## config.mk

```make
export PLATFORM = sky130hd
export DESIGN_NAME = weighted_rmse_accumulator_unit
export DESIGN_NICKNAME = d
export VERILOG_FILES = /design/src/hw/rtl/wrmse_pkg.sv /design/src/hw/rtl/wrmse_front.sv /design/src/hw/rtl/wrmse_queue.sv /design/src/hw/rtl/wrmse_back.sv /design/src/hw/rtl/weighted_rmse_accumulator_unit.sv
export SDC_FILE = /design/constraint.sdc
export NUM_CORES = 2
export LEC_CHECK = 0
export BUFFER_PORTS_ARGS = -buffer_cell sky130_fd_sc_hd__buf_4
export CORE_ASPECT_RATIO = 1.4
export CORE_MARGIN = 10
export CORE_UTILIZATION = 50
export CTS_BUF_LIST = sky130_fd_sc_hd__clkbuf_4 sky130_fd_sc_hd__clkbuf_8
export DETAILED_ROUTE_END_ITERATION = 6
export GPL_ROUTABILITY_DRIVEN = 0
export GPL_TIMING_DRIVEN = 0
export PLACE_DENSITY = 0.66
export SETUP_SLACK_MARGIN = 0.05
export SYNTH_ARGS = -nofsm -noshare
export SYNTH_HDL_FRONTEND = slang
export SYNTH_HIERARCHICAL = 1
export SYNTH_SLANG_ARGS = --single-unit
```

## constraint.sdc

```tcl
create_clock -name aclk -period 8.11 [get_ports aclk]
set_clock_uncertainty 0.05 [all_clocks]
set_input_delay 0.811 -clock aclk [delete_from_list [all_inputs] [get_ports aclk]]
set_output_delay 0.811 -clock aclk [all_outputs]
set_load 0.01 [all_outputs]
```

## src/hw/rtl/wrmse_pkg.sv

```systemverilog
// Package for the weighted RMSE accumulator: widths, codes and shared types.
// Used by every module of the block; depends on nothing.
`timescale 1ns / 1ps

package wrmse_pkg;

    // Sample and field widths.
    localparam int SAMPLE_WIDTH = 20;
    localparam int MAG_WIDTH    = SAMPLE_WIDTH;
    localparam int SQ_WIDTH     = 2 * MAG_WIDTH;
    localparam int WEIGHT_WIDTH = 16;
    localparam int TERM_WIDTH   = SQ_WIDTH + WEIGHT_WIDTH;
    localparam int SUM_WIDTH    = 64;
    localparam int WSUM_WIDTH   = 32;
    localparam int RMSE_WIDTH   = 20;
    localparam int ROOT_WIDTH   = SUM_WIDTH / 2;
    localparam int SREM_WIDTH   = ROOT_WIDTH + 2;
    localparam int STATUS_WIDTH = 2;

    // A weight of 1.0 in Q4.12.
    localparam logic [WEIGHT_WIDTH-1:0] UNIT_WEIGHT = WEIGHT_WIDTH'(4096);

    // Queue between the front and back parts.
    localparam int QUEUE_DEPTH = 2;
    localparam int QPTR_WIDTH  = $clog2(QUEUE_DEPTH);
    localparam int QCNT_WIDTH  = $clog2(QUEUE_DEPTH + 1);

    // Step counter of the back end: one count per quotient bit or root bit.
    localparam int CNT_WIDTH = $clog2(SUM_WIDTH);

    typedef enum logic [STATUS_WIDTH-1:0] {
        STATUS_OK    = 2'd0,
        STATUS_EMPTY = 2'd1,
        STATUS_SAT   = 2'd2
    } status_t;

    typedef enum logic [1:0] {
        BK_IDLE,
        BK_DIV,
        BK_SQRT,
        BK_DONE
    } back_state_t;

    // One finished set, handed from the front to the back end.
    typedef struct packed {
        logic [SUM_WIDTH-1:0]  squared_sum;
        logic [WSUM_WIDTH-1:0] weight_sum;
        logic                  saturated;
    } job_t;

endpackage

```

## src/hw/rtl/wrmse_front.sv

```systemverilog
// Front part: takes sample requests, squares and weights the error, and
// keeps the saturating sums. Depends on wrmse_pkg.
`timescale 1ns / 1ps

module wrmse_front (
    input  logic                                aclk,
    input  logic                                aresetn,
    input  logic                                weighted_mode,
    input  logic                                s_valid,
    output logic                                s_ready,
    input  logic signed [wrmse_pkg::SAMPLE_WIDTH-1:0] s_actual_value,
    input  logic signed [wrmse_pkg::SAMPLE_WIDTH-1:0] s_predicted_value,
    input  logic [wrmse_pkg::WEIGHT_WIDTH-1:0]  s_weight,
    input  logic                                s_last,
    output logic                                job_push,
    output wrmse_pkg::job_t                     job_data,
    input  logic                                job_full
);
    import wrmse_pkg::*;

    logic signed [SAMPLE_WIDTH:0]  diff;
    logic [SAMPLE_WIDTH:0]         diff_abs;
    logic                          advance;

    logic                          v1_reg, v2_reg, v3_reg;
    logic                          last1_reg, last2_reg, last3_reg;
    logic [MAG_WIDTH-1:0]          mag1_reg;
    logic [WEIGHT_WIDTH-1:0]       w1_reg, w2_reg, w3_reg;
    logic [SQ_WIDTH-1:0]           sq2_reg;
    logic [TERM_WIDTH-1:0]         term3_reg;

    logic [SUM_WIDTH-1:0]          sum_reg, sum_next;
    logic [WSUM_WIDTH-1:0]         wsum_reg, wsum_next;
    logic                          sat_reg, sat_next;
    logic [SUM_WIDTH:0]            sum_add;
    logic [WSUM_WIDTH:0]           wsum_add;
    logic [SUM_WIDTH-1:0]          sum_upd;
    logic [WSUM_WIDTH-1:0]         wsum_upd;
    logic                          sat_upd;

    // The whole pipe holds only when a finished set finds the queue full.
    assign advance = !(v3_reg && last3_reg && job_full);
    assign s_ready = advance;

    // Magnitude of the error, from sign-extended samples.
    assign diff     = {s_actual_value[SAMPLE_WIDTH-1], s_actual_value}
                    - {s_predicted_value[SAMPLE_WIDTH-1], s_predicted_value};
    assign diff_abs = diff[SAMPLE_WIDTH] ? (SAMPLE_WIDTH+1)'(-diff) : diff;

    // Pipeline valid bits.
    always_ff @(posedge aclk) begin
        if (!aresetn) begin
            v1_reg <= 1'b0;
            v2_reg <= 1'b0;
            v3_reg <= 1'b0;
        end else if (advance) begin
            v1_reg <= s_valid;
            v2_reg <= v1_reg;
            v3_reg <= v2_reg;
        end
    end

    // Stage one captures the request, stage two squares, stage three weights.
    always_ff @(posedge aclk) begin
        if (advance) begin
            mag1_reg  <= diff_abs[MAG_WIDTH-1:0];
            w1_reg    <= weighted_mode ? s_weight : UNIT_WEIGHT;
            last1_reg <= s_last;
            sq2_reg   <= SQ_WIDTH'(mag1_reg * mag1_reg);
            w2_reg    <= w1_reg;
            last2_reg <= last1_reg;
            term3_reg <= TERM_WIDTH'(sq2_reg * w2_reg);
            w3_reg    <= w2_reg;
            last3_reg <= last2_reg;
        end
    end

    // Saturating additions into both sums.
    always_comb begin
        sum_add  = {1'b0, sum_reg} + {{(SUM_WIDTH + 1 - TERM_WIDTH){1'b0}}, term3_reg};
        wsum_add = {1'b0, wsum_reg} + {{(WSUM_WIDTH + 1 - WEIGHT_WIDTH){1'b0}}, w3_reg};
        sum_upd  = sum_add[SUM_WIDTH] ? {SUM_WIDTH{1'b1}} : sum_add[SUM_WIDTH-1:0];
        wsum_upd = wsum_add[WSUM_WIDTH] ? {WSUM_WIDTH{1'b1}} : wsum_add[WSUM_WIDTH-1:0];
        sat_upd  = sat_reg | sum_add[SUM_WIDTH] | wsum_add[WSUM_WIDTH];
    end

    // Hand a finished set to the queue and start the next one from zero.
    always_comb begin
        sum_next  = sum_reg;
        wsum_next = wsum_reg;
        sat_next  = sat_reg;
        job_push  = 1'b0;
        job_data.squared_sum = sum_upd;
        job_data.weight_sum  = wsum_upd;
        job_data.saturated   = sat_upd;
        if (v3_reg && advance) begin
            if (last3_reg) begin
                job_push  = 1'b1;
                sum_next  = '0;
                wsum_next = '0;
                sat_next  = 1'b0;
            end else begin
                sum_next  = sum_upd;
                wsum_next = wsum_upd;
                sat_next  = sat_upd;
            end
        end
    end

    always_ff @(posedge aclk) begin
        if (!aresetn) begin
            sum_reg  <= '0;
            wsum_reg <= '0;
            sat_reg  <= 1'b0;
        end else begin
            sum_reg  <= sum_next;
            wsum_reg <= wsum_next;
            sat_reg  <= sat_next;
        end
    end

endmodule

```

## src/hw/rtl/wrmse_queue.sv

```systemverilog
// Short queue of finished sets between the front and back parts.
// Depends on wrmse_pkg.
`timescale 1ns / 1ps

module wrmse_queue (
    input  logic            aclk,
    input  logic            aresetn,
    input  logic            push,
    input  wrmse_pkg::job_t push_data,
    output logic            full,
    input  logic            pop,
    output wrmse_pkg::job_t pop_data,
    output logic            empty
);
    import wrmse_pkg::*;

    job_t                  entry_reg [QUEUE_DEPTH];
    logic [QPTR_WIDTH-1:0] wr_ptr_reg, wr_ptr_next;
    logic [QPTR_WIDTH-1:0] rd_ptr_reg, rd_ptr_next;
    logic [QCNT_WIDTH-1:0] count_reg, count_next;
    logic                  do_push, do_pop;

    assign full     = (count_reg == QCNT_WIDTH'(QUEUE_DEPTH));
    assign empty    = (count_reg == '0);
    assign do_push  = push && !full;
    assign do_pop   = pop && !empty;
    assign pop_data = entry_reg[rd_ptr_reg];

    // Pointer and fill count update.
    always_comb begin
        wr_ptr_next = wr_ptr_reg;
        rd_ptr_next = rd_ptr_reg;
        count_next  = count_reg;
        if (do_push) begin
            wr_ptr_next = (wr_ptr_reg == QPTR_WIDTH'(QUEUE_DEPTH - 1)) ? '0
                        : wr_ptr_reg + 1'b1;
        end
        if (do_pop) begin
            rd_ptr_next = (rd_ptr_reg == QPTR_WIDTH'(QUEUE_DEPTH - 1)) ? '0
                        : rd_ptr_reg + 1'b1;
        end
        if (do_push && !do_pop) begin
            count_next = count_reg + 1'b1;
        end else if (do_pop && !do_push) begin
            count_next = count_reg - 1'b1;
        end
    end

    always_ff @(posedge aclk) begin
        if (!aresetn) begin
            wr_ptr_reg <= '0;
            rd_ptr_reg <= '0;
            count_reg  <= '0;
        end else begin
            wr_ptr_reg <= wr_ptr_next;
            rd_ptr_reg <= rd_ptr_next;
            count_reg  <= count_next;
        end
    end

    // Entry storage.
    always_ff @(posedge aclk) begin
        if (do_push) begin
            entry_reg[wr_ptr_reg] <= push_data;
        end
    end

endmodule

```

## src/hw/rtl/wrmse_back.sv

```systemverilog
// Back part: divides the weighted sum by the weight sum one bit a cycle,
// takes the integer square root two bits a cycle, and holds the result
// request. Depends on wrmse_pkg.
`timescale 1ns / 1ps

module wrmse_back (
    input  logic                              aclk,
    input  logic                              aresetn,
    input  logic                              job_empty,
    input  wrmse_pkg::job_t                   job_data,
    output logic                              job_pop,
    output logic                              m_valid,
    input  logic                              m_ready,
    output logic [wrmse_pkg::RMSE_WIDTH-1:0]  m_rmse,
    output logic [wrmse_pkg::STATUS_WIDTH-1:0] m_status
);
    import wrmse_pkg::*;

    back_state_t             state_reg, state_next;
    logic [CNT_WIDTH-1:0]    cnt_reg;
    logic [SUM_WIDTH-1:0]    quo_reg;
    logic [WSUM_WIDTH-1:0]   rem_reg;
    logic [WSUM_WIDTH-1:0]   den_reg;
    logic [SUM_WIDTH-1:0]    rad_reg;
    logic [SREM_WIDTH-1:0]   srem_reg;
    logic [ROOT_WIDTH-1:0]   root_reg;
    logic [RMSE_WIDTH-1:0]   res_rmse_reg;
    status_t                 res_status_reg;
    logic                    m_valid_reg;
    logic [RMSE_WIDTH-1:0]   m_rmse_reg;
    status_t                 m_status_reg;

    logic                    out_free;
    logic                    load_out;
    logic                    div_last, sqrt_last;
    logic [WSUM_WIDTH:0]     div_trial;
    logic                    div_bit;
    logic [WSUM_WIDTH-1:0]   rem_next;
    logic [SUM_WIDTH-1:0]    quo_next;
    logic [SREM_WIDTH+1:0]   sqrt_trial_rem;
    logic [SREM_WIDTH+1:0]   sqrt_trial;
    logic                    sqrt_bit;
    logic [SREM_WIDTH-1:0]   srem_next;
    logic [ROOT_WIDTH-1:0]   root_next;
    logic [RMSE_WIDTH-1:0]   root_clamped;

    assign out_free  = !m_valid_reg || m_ready;
    assign div_last  = (cnt_reg == CNT_WIDTH'(SUM_WIDTH - 1));
    assign sqrt_last = (cnt_reg == CNT_WIDTH'(ROOT_WIDTH - 1));

    // One restoring division step.
    always_comb begin
        div_trial = {rem_reg, quo_reg[SUM_WIDTH-1]};
        div_bit   = (div_trial >= {1'b0, den_reg});
        rem_next  = div_bit ? WSUM_WIDTH'(div_trial - {1'b0, den_reg})
                            : div_trial[WSUM_WIDTH-1:0];
        quo_next  = {quo_reg[SUM_WIDTH-2:0], div_bit};
    end

    // One square root step, consuming the top two bits of the radicand.
    always_comb begin
        sqrt_trial_rem = {srem_reg, rad_reg[SUM_WIDTH-1 -: 2]};
        sqrt_trial     = {2'b00, root_reg, 2'b01};
        sqrt_bit       = (sqrt_trial_rem >= sqrt_trial);
        srem_next      = sqrt_bit ? SREM_WIDTH'(sqrt_trial_rem - sqrt_trial)
                                  : sqrt_trial_rem[SREM_WIDTH-1:0];
        root_next      = {root_reg[ROOT_WIDTH-2:0], sqrt_bit};
        root_clamped   = (root_next[ROOT_WIDTH-1:RMSE_WIDTH] != '0) ? {RMSE_WIDTH{1'b1}}
                       : root_next[RMSE_WIDTH-1:0];
    end

    // Next state.
    always_comb begin
        state_next = state_reg;
        unique case (state_reg)
            BK_IDLE: begin
                if (!job_empty) begin
                    if (job_data.weight_sum == '0 || job_data.saturated) begin
                        state_next = BK_DONE;
                    end else begin
                        state_next = BK_DIV;
                    end
                end
            end
            BK_DIV: begin
                if (div_last) begin
                    state_next = BK_SQRT;
                end
            end
            BK_SQRT: begin
                if (sqrt_last) begin
                    state_next = BK_DONE;
                end
            end
            BK_DONE: begin
                if (out_free) begin
                    state_next = BK_IDLE;
                end
            end
            default: state_next = BK_IDLE;
        endcase
    end

    // State outputs.
    always_comb begin
        job_pop  = 1'b0;
        load_out = 1'b0;
        unique case (state_reg)
            BK_IDLE: job_pop  = !job_empty;
            BK_DIV:  job_pop  = 1'b0;
            BK_SQRT: job_pop  = 1'b0;
            BK_DONE: load_out = out_free;
            default: begin
                job_pop  = 1'b0;
                load_out = 1'b0;
            end
        endcase
    end

    always_ff @(posedge aclk) begin
        if (!aresetn) begin
            state_reg <= BK_IDLE;
        end else begin
            state_reg <= state_next;
        end
    end

    // Datapath of the divider and square root.
    always_ff @(posedge aclk) begin
        unique case (state_reg)
            BK_IDLE: begin
                quo_reg  <= job_data.squared_sum;
                rem_reg  <= '0;
                den_reg  <= job_data.weight_sum;
                cnt_reg  <= '0;
                res_rmse_reg <= '0;
                if (job_data.weight_sum == '0) begin
                    res_status_reg <= STATUS_EMPTY;
                end else if (job_data.saturated) begin
                    res_status_reg <= STATUS_SAT;
                end else begin
                    res_status_reg <= STATUS_OK;
                end
            end
            BK_DIV: begin
                quo_reg  <= quo_next;
                rem_reg  <= rem_next;
                cnt_reg  <= div_last ? '0 : cnt_reg + 1'b1;
                rad_reg  <= quo_next;
                srem_reg <= '0;
                root_reg <= '0;
            end
            BK_SQRT: begin
                rad_reg  <= {rad_reg[SUM_WIDTH-3:0], 2'b00};
                srem_reg <= srem_next;
                root_reg <= root_next;
                cnt_reg  <= cnt_reg + 1'b1;
                res_rmse_reg <= root_clamped;
            end
            BK_DONE: begin
                cnt_reg <= '0;
            end
            default: begin
                cnt_reg <= '0;
            end
        endcase
    end

    // Result request register.
    always_ff @(posedge aclk) begin
        if (!aresetn) begin
            m_valid_reg <= 1'b0;
        end else if (load_out) begin
            m_valid_reg <= 1'b1;
        end else if (m_ready) begin
            m_valid_reg <= 1'b0;
        end
    end

    always_ff @(posedge aclk) begin
        if (load_out) begin
            m_rmse_reg   <= res_rmse_reg;
            m_status_reg <= res_status_reg;
        end
    end

    assign m_valid  = m_valid_reg;
    assign m_rmse   = m_rmse_reg;
    assign m_status = m_status_reg;

endmodule

```

## src/hw/rtl/weighted_rmse_accumulator_unit.sv

```systemverilog
// Top level of the weighted RMSE accumulator: mode register, front part,
// queue of finished sets and back part. Depends on wrmse_pkg and submodules.
//
// Channel   Direction  Handshake          Payload
// s_*       in         s_valid/s_ready    actual, predicted, weight, last
// m_*       out        m_valid/m_ready    rmse, status
// cfg_*     in         cfg_we             cfg_wdata (weighted mode)
//
// One sample request a cycle enters a three-stage multiply pipe while s_ready
// is high; the sums are registered after the third stage. The back part loads
// a set, runs the bit-serial division, then the two-bit-a-cycle root, and
// hands the result off; an empty or saturated set goes straight from load to
// hand-off. Sets queue two deep; the front stalls only when a last item finds
// it full. Reset is synchronous and active low and clears all control state.
`timescale 1ns / 1ps

module weighted_rmse_accumulator_unit (
    input  logic                                     aclk,
    input  logic                                     aresetn,
    input  logic                                     cfg_we,
    input  logic                                     cfg_wdata,
    input  logic                                     s_valid,
    output logic                                     s_ready,
    input  logic signed [wrmse_pkg::SAMPLE_WIDTH-1:0] s_actual_value,
    input  logic signed [wrmse_pkg::SAMPLE_WIDTH-1:0] s_predicted_value,
    input  logic [wrmse_pkg::WEIGHT_WIDTH-1:0]       s_weight,
    input  logic                                     s_last,
    output logic                                     m_valid,
    input  logic                                     m_ready,
    output logic [wrmse_pkg::RMSE_WIDTH-1:0]         m_rmse,
    output logic [wrmse_pkg::STATUS_WIDTH-1:0]       m_status
);
    import wrmse_pkg::*;

    logic weighted_mode_reg;
    logic job_push, job_full, job_pop, job_empty;
    job_t push_data, pop_data;

    // Mode register.
    always_ff @(posedge aclk) begin
        if (!aresetn) begin
            weighted_mode_reg <= 1'b0;
        end else if (cfg_we) begin
            weighted_mode_reg <= cfg_wdata;
        end
    end

    // Accumulating front part.
    wrmse_front u_front (
        .aclk              (aclk),
        .aresetn           (aresetn),
        .weighted_mode     (weighted_mode_reg),
        .s_valid           (s_valid),
        .s_ready           (s_ready),
        .s_actual_value    (s_actual_value),
        .s_predicted_value (s_predicted_value),
        .s_weight          (s_weight),
        .s_last            (s_last),
        .job_push          (job_push),
        .job_data          (push_data),
        .job_full          (job_full)
    );

    // Queue of finished sets.
    wrmse_queue u_queue (
        .aclk      (aclk),
        .aresetn   (aresetn),
        .push      (job_push),
        .push_data (push_data),
        .full      (job_full),
        .pop       (job_pop),
        .pop_data  (pop_data),
        .empty     (job_empty)
    );

    // Divide and square root back part.
    wrmse_back u_back (
        .aclk      (aclk),
        .aresetn   (aresetn),
        .job_empty (job_empty),
        .job_data  (pop_data),
        .job_pop   (job_pop),
        .m_valid   (m_valid),
        .m_ready   (m_ready),
        .m_rmse    (m_rmse),
        .m_status  (m_status)
    );

endmodule
```

==> qor.csv <==
metric;value;unit
status;completed;
crit-path cells;clkbuf_2 -> nand2_1 -> fa_1 -> fa_1 -> fa_1 -> inv_1 -> fa_1 -> fa_1 -> inv_1 -> fa_1 -> inv_1 -> ha_1 -> a21oi_1 -> o211ai_1 -> a211o_1 -> o21a_1 -> o211ai_1 -> a21oi_1 -> a2111oi_0 -> o41ai_1 -> a221oi_1 -> xnor2_1;
fin crit share;0.991;
Initial DRC Count;2870;
layout cells sized above 1;0.104;
Syn-to-layout area delta;8.98;%
met2 usage;0.428;
main flop type after synthesis;edfxtp_1;
FF+latch count, synth;777;
WP depth;22;
synthesized area per cell;10.3;sq um
Die H;464;microns
Tot GR Track Use;0.240;
CP Launch Type;flip-flop;
largest cells by area after synthesis;edfxtp_1 28%, fa_1 23%, ha_1 7.9%, inv_1 6.0%, nand2_1 4.2%;
R2R setup slack;0.07;ns
Final Net Count;8386;
Synth top area share;0.283;
FF-to-FF End;u_front/term3_reg[35];
fin crit period;8.04;ns
Num CTS Buffers;121;
crit path launch;u_front/sq2_reg[9];
Post-DP HPWL;149000;microns
setup TNS;0;ns
fmax;124;MHz
clk_lat worst skew;0.89;ns
CP max FO;10;
routed vias;50002;
mapped cell area;70300;sq um
Final Setup Violations;0;
DRT antenna net count;0;
Slew HR;0.271;
Critical Path End;u_front/term3_reg[35];
number of fill cells in the layout;12202;
DP Area;73600;sq um
CTS Sinks;777;
Synth async-reset ratio;0;
Max stage delay on crit path;0.73;ns
Synth Warn #;6;
CTS tree;built;
sequential share of the synthesized area;0.315;
chip width;337;microns
Place WS;-0.578;ns
Worst Path Required;8.64;ns
H-tree levels;3;
Setup WS post-layout;0.0731;ns
Setup crit end kind;flip-flop;
RSZ-0062 raised after global routing;true;
min-delay worst type;in -> reg;
drt via density;5.57;
Routed wire per std cell;20.8;microns
GR peak layer;met2;
max-slew violation count;0;
met1 usage;0.260;
total wire length;187000;microns
synth unique cells;112;
Boundary Pins;87;
CP delay by family, top;adder cells;
WS Path Type;reg -> reg;
cell row count;162;
vias in the first global route;53704;
first-pass GRT wire length;294000;microns
core box area;139000;sq um
routing usage on met3;0.0367;
router iterations before antenna repair;7;
die area;156000;sq um
most used cell, CP;fa_1;
slowest CP cell;edfxtp_1;
Syn Inst Count;6837;
top cell type by total area after synthesis;edfxtp_1;
Root Driver;clkbuf_8;
crit path DAT;8.57;ns
Hold WS;0.166;ns
number of flip-flops in the largest register;194;
Buf/Inv on CP;4;
Post-synth EDFFs;662;
Worst Max-Slew Pin Slew;1.09;ns
FF-to-FF path depth;22;
Max Cap Violations;0;
CTS clk-pin slew, worst paths;0.07;ns
port buffer count;86;
antenna violations before repair;7;
cts-stage hold buffer count;0;
most frequent cells in the layout;1117 x inv_1, 806 x fa_1, 786 x nand2_1, 662 x edfxtp_1, 443 x ha_1;
Hold Fails Final Rpt;0;
DRC;0;
largest net degree at the start of global routing;72;
final non-filler cell area;76600;sq um
Starting Density;0.504;
GRT Residual Overflow;0;
r2r startpoint;u_front/sq2_reg[9];
maximum clock insertion buffer count;3;
leading cell type in the layout, fill and taps excluded;inv_1;
## worst min-delay path by stage
stage | from | endpoint | slack (ns) | cells past startpoint
after floorplan | u_back/res_rmse_reg[0] | u_back/m_rmse[0] | 0.35 | 0
after global placement | u_back/res_rmse_reg[4] | u_back/m_rmse[4] | 0.35 | 0
after detailed placement | u_back/res_rmse_reg[1] | u_back/m_rmse[1] | 0.35 | 0
after CTS | s_last | u_front/last1_reg | 0.08 | 1
after global routing | s_last | u_front/last1_reg | 0.13 | 1
final | s_last | u_front/last1_reg | 0.17 | 1
## worst reg2reg max path: cells and delay by family, from the launching register on
family,cells,cell delay (ns)
buffers and inverters,4,0.61
AND/OR/NAND/NOR,1,0.16
XOR/XNOR,1,0.34
flip-flops,1,0.73
AO/OA/AOI/OAI,9,2.35
adder cells (fa/ha/maj),7,3.52
## final cells by class
cell class | instances | area, sq um | area share
plain buffers | 284 | 1330 | 0.0173
clock buffers | 158 | 1990 | 0.0260
multi-input cells | 4654 | 42800 | 0.559
inverters | 1120 | 4210 | 0.0549
repair buffers | 115 | 1100 | 0.0143
clock inverters | 67 | 752 | 0.00981
well taps | 1804 | 2260 | 0.0295
flip-flops and latches | 777 | 22200 | 0.289
diodes | 6 | 15.0 | 0.000196
## per-stage QoR
stage,cells,util
floorplan,6843,-
global placement,8733,0.525
detailed placement,8746,0.528
finish,8985,0.550
CTS,8974,0.548
global route,8983,0.550
## cells in the mapped netlist (all sizes together) (19+ instances only)
cell    number
or2         20
or3         19
clkbuf     246
a22oi       31
mux2       226
a22o        31
nand2b      34
o21a        40
a211oi      38
o21bai      39
a21o       127
and3        49
nand4       42
o211ai      24
a31oi       39
o21ai      204
ha         444
nor2       302
nor3        48
xnor2      155
a21oi      285
a21boi      29
dfxtp      115
nand3       73
nor4        23
and2       346
nand2      786
nor2b       70
buf         46
xor2        92
inv       1120
mux2i       51
edfxtp     662
fa         806
## per-layer routing
metal / vias up / part of all wire
li1: 22999 / -
met1: 24853 / 0.36
met2: 1546 / 0.51
met3: 600 / 0.052
met4: 4 / 0.075
met5: - / 0.00017
## cell families after synthesis
kind of cell	synth area share
xor+xnor	0.0308
other cells	0.000107
mux	0.0450
flops	0.315
compound gates	0.0962
buf+inv	0.0775
fa+ha+maj	0.308
simple gates	0.127
## repair_timing
action,in CTS,in global routing
buffers inserted,5,11
gates resized for setup,33,112
setup endpoints to repair,27,25
Power is not shown: default switching activity piles up to over one toggle a cycle in this logic, so the estimate is an artifact.
